[src/design/cvb_pkg.sv]
// Shared types and constants of the checkerboard volume blend core.
package cvb_pkg;

    localparam int VALUE_W   = 16;  // voxel and window bound width
    localparam int PIX_W     = 8;   // output intensity width
    localparam int DIM_REG_W = 13;  // size register width
    localparam int CFG_IDX_W = 8;
    localparam int QUEUE_DEPTH = 2;

    localparam logic [PIX_W-1:0] PIX_MAX = 8'd255;

    // Register indexes on the configuration channel
    localparam logic [CFG_IDX_W-1:0] REG_SQUARE_SIZE = 8'd0;
    localparam logic [CFG_IDX_W-1:0] REG_WIDTH       = 8'd1;
    localparam logic [CFG_IDX_W-1:0] REG_HEIGHT      = 8'd2;
    localparam logic [CFG_IDX_W-1:0] REG_DEPTH       = 8'd3;
    localparam logic [CFG_IDX_W-1:0] REG_A_LOW       = 8'd4;
    localparam logic [CFG_IDX_W-1:0] REG_A_HIGH      = 8'd5;
    localparam logic [CFG_IDX_W-1:0] REG_B_LOW       = 8'd6;
    localparam logic [CFG_IDX_W-1:0] REG_B_HIGH      = 8'd7;

    // Reset values of the registers
    localparam logic [DIM_REG_W-1:0] RST_SQUARE_SIZE = 13'd8;
    localparam logic [DIM_REG_W-1:0] RST_WIDTH       = 13'd256;
    localparam logic [DIM_REG_W-1:0] RST_HEIGHT      = 13'd256;
    localparam logic [DIM_REG_W-1:0] RST_DEPTH       = 13'd1;
    localparam logic [VALUE_W-1:0]   RST_LOW         = 16'd0;
    localparam logic [VALUE_W-1:0]   RST_HIGH        = 16'd255;

    typedef struct packed {
        logic [DIM_REG_W-1:0] square_size;
        logic [DIM_REG_W-1:0] width;
        logic [DIM_REG_W-1:0] height;
        logic [DIM_REG_W-1:0] depth;
        logic [VALUE_W-1:0]   a_low;
        logic [VALUE_W-1:0]   a_high;
        logic [VALUE_W-1:0]   b_low;
        logic [VALUE_W-1:0]   b_high;
    } cfg_t;

    typedef enum logic [1:0] {
        JOB_ZERO,
        JOB_FULL,
        JOB_DIVIDE
    } job_kind_t;

    // One classified item: kind, offset into the window, window span, source and last-voxel flag
    typedef struct packed {
        job_kind_t          kind;
        logic [VALUE_W-1:0] num;
        logic [VALUE_W-1:0] den;
        logic               source;
        logic               last_voxel;
    } job_t;

    typedef struct packed {
        logic valid;
        logic full;
    } q_stat_t;

endpackage

[src/design/cvb_front.sv]
// Front part: checker position counters, source choice and window classification.
module cvb_front
    import cvb_pkg::*;
#(
    parameter int MAX_DIM = 4096
) (
    input  logic                 aclk,
    input  logic                 aresetn,
    input  cfg_t                 cfg,
    input  logic                 s_tvalid,
    output logic                 s_tready,
    input  logic [2*VALUE_W-1:0] s_tdata,
    input  q_stat_t              q_stat,
    output logic                 job_push,
    output job_t                 job
);

    localparam int POS_W = $clog2(MAX_DIM);
    localparam int EFF_W = POS_W + 1;

    logic [POS_W-1:0] col_pos_reg, row_pos_reg, slice_pos_reg;
    logic [POS_W-1:0] col_cnt_reg, row_cnt_reg, slice_cnt_reg;
    logic             col_par_reg, row_par_reg, slice_par_reg;

    logic [EFF_W-1:0] sq_eff, w_eff, h_eff, d_eff;
    logic             col_end, row_end, slice_end, last_voxel, source;
    logic             col_wrap, row_wrap, slice_wrap;

    logic signed [VALUE_W:0] v_x, lo_x, hi_x, hi_eff;
    logic signed [VALUE_W:0] num_x, den_x;

    function automatic logic [EFF_W-1:0] eff_size(input logic [DIM_REG_W-1:0] n);
        logic [31:0] n32;
        begin
            n32 = 32'(n);
            if (n == '0) begin
                return EFF_W'(1);
            end else if (n32 > 32'(MAX_DIM)) begin
                return EFF_W'(MAX_DIM);
            end else begin
                return EFF_W'(n32);
            end
        end
    endfunction

    // true when the incremented count reaches the limit (square edge or image size)
    function automatic logic reaches(input logic [POS_W-1:0] cnt,
                                     input logic [EFF_W-1:0] lim);
        begin
            return (EFF_W'(cnt) + EFF_W'(1)) >= lim;
        end
    endfunction

    assign sq_eff = eff_size(cfg.square_size);
    assign w_eff  = eff_size(cfg.width);
    assign h_eff  = eff_size(cfg.height);
    assign d_eff  = eff_size(cfg.depth);

    assign col_end    = reaches(col_pos_reg, w_eff);
    assign row_end    = reaches(row_pos_reg, h_eff);
    assign slice_end  = reaches(slice_pos_reg, d_eff);
    assign last_voxel = col_end && row_end && slice_end;

    assign col_wrap   = reaches(col_cnt_reg, sq_eff);
    assign row_wrap   = reaches(row_cnt_reg, sq_eff);
    assign slice_wrap = reaches(slice_cnt_reg, sq_eff);

    // parity sum of 0 or 2 picks A, i.e. the odd parity picks B
    assign source = col_par_reg ^ row_par_reg ^ slice_par_reg;

    assign s_tready = !q_stat.full;
    assign job_push = s_tvalid && s_tready;

    always_comb begin
        if (source) begin
            v_x  = {s_tdata[2*VALUE_W-1], s_tdata[2*VALUE_W-1:VALUE_W]};
            lo_x = {cfg.b_low[VALUE_W-1], cfg.b_low};
            hi_x = {cfg.b_high[VALUE_W-1], cfg.b_high};
        end else begin
            v_x  = {s_tdata[VALUE_W-1], s_tdata[VALUE_W-1:0]};
            lo_x = {cfg.a_low[VALUE_W-1], cfg.a_low};
            hi_x = {cfg.a_high[VALUE_W-1], cfg.a_high};
        end
        // degenerate window: high equal to low widens by one
        hi_eff = (hi_x == lo_x) ? (lo_x + 17'sd1) : hi_x;
        num_x  = v_x - lo_x;
        den_x  = hi_eff - lo_x;

        job.source     = source;
        job.last_voxel = last_voxel;
        job.num        = num_x[VALUE_W-1:0];
        job.den        = den_x[VALUE_W-1:0];
        priority if (v_x <= lo_x) begin
            job.kind = JOB_ZERO;
        end else if (v_x >= hi_eff) begin
            job.kind = JOB_FULL;
        end else begin
            job.kind = JOB_DIVIDE;
        end
    end

    always_ff @(posedge aclk) begin
        if (!aresetn) begin
            col_pos_reg   <= '0;
            row_pos_reg   <= '0;
            slice_pos_reg <= '0;
            col_cnt_reg   <= '0;
            row_cnt_reg   <= '0;
            slice_cnt_reg <= '0;
            col_par_reg   <= 1'b0;
            row_par_reg   <= 1'b0;
            slice_par_reg <= 1'b0;
        end else if (job_push) begin
            if (last_voxel) begin
                col_pos_reg   <= '0;
                row_pos_reg   <= '0;
                slice_pos_reg <= '0;
                col_cnt_reg   <= '0;
                row_cnt_reg   <= '0;
                slice_cnt_reg <= '0;
                col_par_reg   <= 1'b0;
                row_par_reg   <= 1'b0;
                slice_par_reg <= 1'b0;
            end else if (!col_end) begin
                col_pos_reg <= col_pos_reg + POS_W'(1);
                col_cnt_reg <= col_wrap ? '0 : col_cnt_reg + POS_W'(1);
                col_par_reg <= col_par_reg ^ col_wrap;
            end else begin
                col_pos_reg <= '0;
                col_cnt_reg <= '0;
                col_par_reg <= 1'b0;
                if (!row_end) begin
                    row_pos_reg <= row_pos_reg + POS_W'(1);
                    row_cnt_reg <= row_wrap ? '0 : row_cnt_reg + POS_W'(1);
                    row_par_reg <= row_par_reg ^ row_wrap;
                end else begin
                    row_pos_reg   <= '0;
                    row_cnt_reg   <= '0;
                    row_par_reg   <= 1'b0;
                    slice_pos_reg <= slice_pos_reg + POS_W'(1);
                    slice_cnt_reg <= slice_wrap ? '0 : slice_cnt_reg + POS_W'(1);
                    slice_par_reg <= slice_par_reg ^ slice_wrap;
                end
            end
        end
    end

endmodule

[src/design/cvb_queue.sv]
// Short job queue between the front and back parts.
module cvb_queue
    import cvb_pkg::*;
(
    input  logic    aclk,
    input  logic    aresetn,
    input  logic    push,
    input  job_t    job_in,
    input  logic    pop,
    output job_t    job_out,
    output q_stat_t stat
);

    localparam int PTR_W = (QUEUE_DEPTH > 1) ? $clog2(QUEUE_DEPTH) : 1;
    localparam int CNT_W = $clog2(QUEUE_DEPTH + 1);

    job_t             slot_reg [QUEUE_DEPTH];
    logic [PTR_W-1:0] wr_ptr_reg, rd_ptr_reg;
    logic [CNT_W-1:0] count_reg;

    assign stat.valid = (count_reg != '0);
    assign stat.full  = (count_reg == CNT_W'(QUEUE_DEPTH));
    assign job_out    = slot_reg[rd_ptr_reg];

    always_ff @(posedge aclk) begin
        if (push) begin
            slot_reg[wr_ptr_reg] <= job_in;
        end
    end

    always_ff @(posedge aclk) begin
        if (!aresetn) begin
            wr_ptr_reg <= '0;
            rd_ptr_reg <= '0;
            count_reg  <= '0;
        end else begin
            if (push) begin
                wr_ptr_reg <= (wr_ptr_reg == PTR_W'(QUEUE_DEPTH - 1)) ? '0
                                                                     : wr_ptr_reg + PTR_W'(1);
            end
            if (pop) begin
                rd_ptr_reg <= (rd_ptr_reg == PTR_W'(QUEUE_DEPTH - 1)) ? '0
                                                                     : rd_ptr_reg + PTR_W'(1);
            end
            unique case ({push, pop})
                2'b10:   count_reg <= count_reg + CNT_W'(1);
                2'b01:   count_reg <= count_reg - CNT_W'(1);
                default: count_reg <= count_reg;
            endcase
        end
    end

endmodule

[src/design/cvb_back.sv]
// Back part: restoring divider for in-window voxels and the output register.
module cvb_back
    import cvb_pkg::*;
(
    input  logic             aclk,
    input  logic             aresetn,
    input  q_stat_t          q_stat,
    input  job_t             job,
    output logic             job_pop,
    output logic             m_tvalid,
    input  logic             m_tready,
    output logic [PIX_W-1:0] m_tdata,
    output logic [0:0]       m_tuser,
    output logic             m_tlast
);

    localparam int REM_W  = PIX_W + VALUE_W;
    localparam int STEP_W = $clog2(PIX_W);

    typedef enum logic [1:0] {
        ST_IDLE,
        ST_DIVIDE,
        ST_DONE
    } state_t;

    state_t            state_reg;
    logic [REM_W-1:0]  rem_reg, dsh_reg;
    logic [PIX_W-1:0]  quo_reg;
    logic [STEP_W-1:0] step_reg;
    logic              src_reg, last_reg;
    logic              m_valid_reg;
    logic [PIX_W-1:0]  m_pixel_reg;
    logic              m_src_reg, m_last_reg;

    logic              out_free, ge, load_out;
    logic [REM_W-1:0]  num_w, prod;

    assign out_free = !m_valid_reg || m_tready;
    assign job_pop  = (state_reg == ST_IDLE) && q_stat.valid &&
                      ((job.kind == JOB_DIVIDE) || out_free);

    // output register takes a new item this cycle
    assign load_out = ((state_reg == ST_IDLE) && job_pop && (job.kind != JOB_DIVIDE)) ||
                      ((state_reg == ST_DONE) && out_free);

    // 255 * offset as a shift and subtract
    assign num_w = REM_W'(job.num);
    assign prod  = (num_w << PIX_W) - num_w;
    assign ge    = (rem_reg >= dsh_reg);

    assign m_tvalid   = m_valid_reg;
    assign m_tdata    = m_pixel_reg;
    assign m_tuser[0] = m_src_reg;
    assign m_tlast    = m_last_reg;

    always_ff @(posedge aclk) begin
        if (!aresetn) begin
            state_reg   <= ST_IDLE;
            m_valid_reg <= 1'b0;
        end else begin
            if (load_out) begin
                m_valid_reg <= 1'b1;
            end else if (m_valid_reg && m_tready) begin
                m_valid_reg <= 1'b0;
            end
            unique case (state_reg)
                ST_IDLE: begin
                    if (job_pop) begin
                        if (job.kind == JOB_DIVIDE) begin
                            rem_reg   <= prod;
                            dsh_reg   <= REM_W'(job.den) << (PIX_W - 1);
                            quo_reg   <= '0;
                            step_reg  <= STEP_W'(PIX_W - 1);
                            src_reg   <= job.source;
                            last_reg  <= job.last_voxel;
                            state_reg <= ST_DIVIDE;
                        end else begin
                            m_pixel_reg <= (job.kind == JOB_FULL) ? PIX_MAX : '0;
                            m_src_reg   <= job.source;
                            m_last_reg  <= job.last_voxel;
                        end
                    end
                end
                ST_DIVIDE: begin
                    // one quotient bit per cycle, most significant first
                    if (ge) begin
                        rem_reg <= rem_reg - dsh_reg;
                    end
                    quo_reg  <= {quo_reg[PIX_W-2:0], ge};
                    dsh_reg  <= dsh_reg >> 1;
                    step_reg <= step_reg - STEP_W'(1);
                    if (step_reg == '0) begin
                        state_reg <= ST_DONE;
                    end
                end
                ST_DONE: begin
                    if (out_free) begin
                        m_pixel_reg <= quo_reg;
                        m_src_reg   <= src_reg;
                        m_last_reg  <= last_reg;
                        state_reg   <= ST_IDLE;
                    end
                end
                default: state_reg <= ST_IDLE;
            endcase
        end
    end

endmodule

[src/design/checkerboard_volume_blend_core.sv]
// Checkerboard compositing of two co-located voxel streams with a per-image intensity window.
// Voxel pairs arrive in raster order (x fastest); each item yields one 8-bit pixel, the chosen
// image on tuser and tlast on the final voxel of the volume. The front part takes an item every
// cycle while its two-entry job queue has room. Voxels that fall at or beyond a window bound
// appear on the output in the cycle after they are popped; voxels inside the window go through a
// shared restoring divider that yields one quotient bit per cycle, so such an item holds the back
// part through load, 8 quotient steps and hand-off before it takes the next item. Size registers
// of 0 act as 1 and sizes above MAX_DIM act as MAX_DIM. No clearing pass after reset.
module checkerboard_volume_blend_core
    import cvb_pkg::*;
#(
    parameter int MAX_DIM = 4096
) (
    input  logic                 aclk,
    input  logic                 aresetn,
    input  logic                 s_tvalid,
    output logic                 s_tready,
    input  logic [2*VALUE_W-1:0] s_tdata,    // voxel_a, voxel_b
    output logic                 m_tvalid,
    input  logic                 m_tready,
    output logic [PIX_W-1:0]     m_tdata,    // pixel
    output logic [0:0]           m_tuser,    // source
    output logic                 m_tlast,
    input  logic                 cfg_valid,
    output logic                 cfg_ready,
    input  logic [CFG_IDX_W-1:0] cfg_index,
    input  logic [VALUE_W-1:0]   cfg_data
);

    cfg_t    cfg_reg;
    job_t    job_in, job_out;
    logic    job_push, job_pop;
    q_stat_t q_stat;

    assign cfg_ready = 1'b1;

    always_ff @(posedge aclk) begin
        if (!aresetn) begin
            cfg_reg.square_size <= RST_SQUARE_SIZE;
            cfg_reg.width       <= RST_WIDTH;
            cfg_reg.height      <= RST_HEIGHT;
            cfg_reg.depth       <= RST_DEPTH;
            cfg_reg.a_low       <= RST_LOW;
            cfg_reg.a_high      <= RST_HIGH;
            cfg_reg.b_low       <= RST_LOW;
            cfg_reg.b_high      <= RST_HIGH;
        end else if (cfg_valid && cfg_ready) begin
            unique case (cfg_index)
                REG_SQUARE_SIZE: cfg_reg.square_size <= cfg_data[DIM_REG_W-1:0];
                REG_WIDTH:       cfg_reg.width       <= cfg_data[DIM_REG_W-1:0];
                REG_HEIGHT:      cfg_reg.height      <= cfg_data[DIM_REG_W-1:0];
                REG_DEPTH:       cfg_reg.depth       <= cfg_data[DIM_REG_W-1:0];
                REG_A_LOW:       cfg_reg.a_low       <= cfg_data;
                REG_A_HIGH:      cfg_reg.a_high      <= cfg_data;
                REG_B_LOW:       cfg_reg.b_low       <= cfg_data;
                REG_B_HIGH:      cfg_reg.b_high      <= cfg_data;
                default:         cfg_reg             <= cfg_reg;  // unknown index ignored
            endcase
        end
    end

    cvb_front #(
        .MAX_DIM (MAX_DIM)
    ) u_front (
        .aclk     (aclk),
        .aresetn  (aresetn),
        .cfg      (cfg_reg),
        .s_tvalid (s_tvalid),
        .s_tready (s_tready),
        .s_tdata  (s_tdata),
        .q_stat   (q_stat),
        .job_push (job_push),
        .job      (job_in)
    );

    cvb_queue u_queue (
        .aclk    (aclk),
        .aresetn (aresetn),
        .push    (job_push),
        .job_in  (job_in),
        .pop     (job_pop),
        .job_out (job_out),
        .stat    (q_stat)
    );

    cvb_back u_back (
        .aclk     (aclk),
        .aresetn  (aresetn),
        .q_stat   (q_stat),
        .job      (job_out),
        .job_pop  (job_pop),
        .m_tvalid (m_tvalid),
        .m_tready (m_tready),
        .m_tdata  (m_tdata),
        .m_tuser  (m_tuser),
        .m_tlast  (m_tlast)
    );

`ifndef SYNTHESIS
    // back part never pops an empty queue
    a_pop_needs_job: assert property (@(posedge aclk) disable iff (!aresetn)
        job_pop |-> q_stat.valid)
        else $error("job popped from empty queue");

    // front part never pushes into a full queue
    a_push_has_room: assert property (@(posedge aclk) disable iff (!aresetn)
        job_push |-> !q_stat.full)
        else $error("job pushed into full queue");

    // a full queue cannot report empty
    a_full_is_valid: assert property (@(posedge aclk) disable iff (!aresetn)
        q_stat.full |-> q_stat.valid)
        else $error("queue status inconsistent");

    // a queue that is full and not drained stays full
    a_full_holds: assert property (@(posedge aclk) disable iff (!aresetn)
        (q_stat.full && !job_pop) |=> q_stat.full)
        else $error("queue lost a job");
`endif

endmodule
[config.mk]
export PLATFORM = sky130hd
export DESIGN_NAME = checkerboard_volume_blend_core
export DESIGN_NICKNAME = d
export VERILOG_FILES = /design/src/design/cvb_pkg.sv /design/src/design/cvb_front.sv /design/src/design/cvb_queue.sv /design/src/design/cvb_back.sv /design/src/design/checkerboard_volume_blend_core.sv
export SDC_FILE = /design/constraint.sdc
export NUM_CORES = 1
export LEC_CHECK = 0
export BUFFER_PORTS_ARGS = -buffer_cell sky130_fd_sc_hd__buf_2
export CAP_MARGIN = 20
export CORE_MARGIN = 2
export CORE_UTILIZATION = 50
export DETAILED_ROUTE_END_ITERATION = 6
export GPL_ROUTABILITY_DRIVEN = 0
export PLACE_DENSITY_LB_ADDON = 0.1
export SLEW_MARGIN = 20
export SYNTH_ARGS = -nofsm -noshare
export SYNTH_HDL_FRONTEND = slang
export SYNTH_SLANG_ARGS = --single-unit
export TNS_END_PERCENT = 20
[constraint.sdc]
create_clock -name aclk -period 5.7 [get_ports aclk]
set_input_delay 0 -clock aclk [delete_from_list [all_inputs] [get_ports aclk]]
set_output_delay 0 -clock aclk [all_outputs]
set_load 0.01 [all_outputs]
==> flow_summary.toml <==
[synthesis]
synthCells = 2362
synth-async-reset-ratio = 0
synth_simple_gate_area_share = 0.198
yosys.area_share.xor_xnor = 0.0718
synth_most_common_cell = "nand2_1"
synth.largest_area_cell = "edfxtp_1"
syn_area_mm2 = 0.0211
ys_types = 74
synthTopCellsByArea = "edfxtp_1, dfxtp_1, ha_1"
yosysTopAreaCellShare = 0.202
synth_seq_area_share = 0.392
synth-edff-count = 142
synth_seq_cells = 341
ys_top_cells_by_count = "nand2_1, dfxtp_1, nor2_1"
synth_compound_area_frac = 0.139
synth_warnings = 0
synth_top_family_by_area = "simple AND/OR/NAND/NOR gates"
synthMuxAreaShare = 0.0614
synth_nets = 2593
synthFlopType = "dfxtp_1"
yosys.area_share.adder = 0.102
synth.avg_cell_area_um2 = 8.92

[setup_path]
crit_arrival_ns = 5.45
rr_worst_depth = 20
path_max_fanout = 22
path_class = "reg -> reg"
worstPathRequired_ns = 6.00
crit_path_start = "u_front.row_par_reg"
start_kind = "register"
rr_startpoint = "u_front.row_par_reg"
endpoint_kind = "register"
rrSetupSlack_ns = 0.55
critPathSlowestCell = "xnor3_2"
max_stage_delay_ns = 0.59
r2r-end = "u_queue.slot_reg[1][35]"
path_cells = "xnor3_2 -> clkinv_1 -> nand2_1 -> nand2_1 -> ha_1 -> nand2b_1 -> or3_4 -> or3_4 -> xnor2_2 -> mux2_2 -> ha_1 -> nand4_1 -> nor2_1 -> nand4_1 -> inv_1 -> nand3_1 -> o2111ai_1 -> nor2_1 -> mux2_1 -> o21ba_1"
crit_path_end = "u_queue.slot_reg[1][35]"

[final_layout]
utilization = 0.566
multi_input_area_mm2 = 0.0121
finalNonFillerCells = 3001
finalInstanceArea_mm2 = 0.0236
fill_cells = 3763
largest_reg_flops = 116
drive_gt1_frac = 0.0866
fin_nets = 2661
area_delta_synth_final_pct = 12.3
regArea_mm2 = 0.00825

[routing]
wl_mm = 55.9
dr.first_iter.drc_count = 1419
vias = 17400
first_pass_iters = 6
vias_per_cell = 5.80
drc_errors = 0
ant_nets = 0
wl_per_cell_um = 18.6

[timing]
final.setup.worst_slack_ns = 0.553
post-route-min-period_ns = 5.15
final.period_utilization = 0.903
finalHoldViolCount = 0
tns_ns = 0
finClkSkew_ns = 0.0138
rsz0062_at_grt = "false"
timing.fmax_mhz = 194
setup_viol_count_final = 0
maxSlewViolCount = 0
tightest_slew_ns = 1.06
slew_headroom = 0.291
fin_hold_ws_ns = 0.0184

[power]
max-vdd-ir-drop_mv = 0.248
p_total_mw = 7.24
power_density_mw_per_mm2 = 306
p_leak_nw = 9.73

[clock_network]
clkTransAtPathRegs_ns = 0.06
clk_path_buf_depth = 3
h-tree-depth = 2
cts_resized = 0
clock_latency_ns = 0.56
cts_setup_buffers = 0
cts_sinks = 341
cts_buffers = 41
cts_root_buf = "clkbuf_16"
cts_tree = "built"

[global_route]
grt_use_met2 = 0.414
grt_pass1_vias = 16700
grtUsageTotal = 0.255
grt_util_met1 = 0.348
grt_first_pass_wirelength_mm = 89.1
grt_max_degree = 98
antenna_found_initial = 4
use_met3 = 0.0450
grt_overflow = 0
grt-busiest-layer = "met2"

[job]
cap_viol_max_count = 0

[floorplanning]
core-area_mm2 = 0.0418
chipWidth_um = 209
dieHeight_um = 209
rows = 75
initial_core_util = 0.504
die_area_mm2 = 0.0438
ios = 74

[placed_design]
dp_hpwl_mm = 41.3
dpl-instance-area_mm2 = 0.0220
port_buffers = 72
place_ws_ns = 0.641
place_inst = 2905

[min_path]
timing.hold.worst.class = "in -> reg"

[status]
outcome = "finished clean"
-- power by group --
part,leakage [nW],internal (mW),switching [mW]
Clock,0.689,1.69,1.05
Combinational,6.18,0.611,0.985
Sequential,2.87,2.82,0.0883
Total,9.73,5.11,2.12
-- worst max-delay path: cells and delay by family (launching register included) --
family | cells | cell delay [ns]
AO/OA/AOI/OAI | 2 | 0.45
flip-flops | 1 | 0.44
buffers and inverters | 2 | 0.35
XOR/XNOR | 2 | 0.73
adder cells (fa/ha/maj) | 2 | 0.51
multiplexers | 2 | 0.62
AND/OR/NAND/NOR | 10 | 1.77
-- placed cells by master (no fill, tap or decap), drive strengths merged, types with 7 or more instances in the layout --
cell         count
nand3           73
and2            15
nor3            29
or3              7
nor3b           23
a31oi           11
a21oi          169
a32o            27
xnor2           86
buf            103
a22o             7
clkinv          12
o211ai          12
nor2b           33
dfxtp          199
clkbuf          52
o21bai           9
ha             167
nor2           185
o21ai          122
edfxtp         142
dlygate4sd3     20
inv            101
a21o            24
mux2            18
nor4            24
o21a            13
o31ai            8
mux2i          109
nand2          356
nand4           23
xor2            83
nand2b          27
nand3b          17
and3            59
a211oi          15
-- routing by layer --
metal / vias up / wire [um] / part of all wire
met1: 8265 / 25700 / 0.46
met2: 453 / 25500 / 0.46
li1: 8544 / - / -
met5: - / 37 / 0.00066
met4: 6 / 1650 / 0.029
met3: 123 / 3010 / 0.054
-- cells by family after synthesis --
kind of cell,Yosys count
simple gates,885
compound gates,470
buf+inv,198
flops,341
fa+ha+maj,170
other cells,1
xor+xnor,170
mux,127
-- cell type report --
class | count | area share
inverter | 100 | 0.0160
timing repair buffer | 123 | 0.0345
antenna | 1 | 0.000106
sequential | 341 | 0.349
clock buffer | 52 | 0.0482
tap | 539 | 0.0285
clock inverter | 22 | 0.0115
multi-input combinational | 1823 | 0.512
-- repair_timing --
| item | in CTS | in global routing |
|---|---|---|
| setup endpoints to repair | 0 | 0 |
| hold buffers | 20 | 0 |
| endpoints found under the hold margin | 118 | 0 |
-- worst min path at each step --
stage                      start          end  slack [ns]  cells after the start
floorplan           cfg_data[13]  cfg_reg[45]        0.14                      2
global placement    cfg_data[13]  cfg_reg[61]        0.28                      3
detailed placement  cfg_data[13]  cfg_reg[13]        0.29                      3
CTS                      aresetn  cfg_reg[98]        0.02                      3
global route             aresetn  cfg_reg[98]        0.02                      3
finish                   aresetn  cfg_reg[85]        0.02                      3
Power figures use the tool's default switching activity.
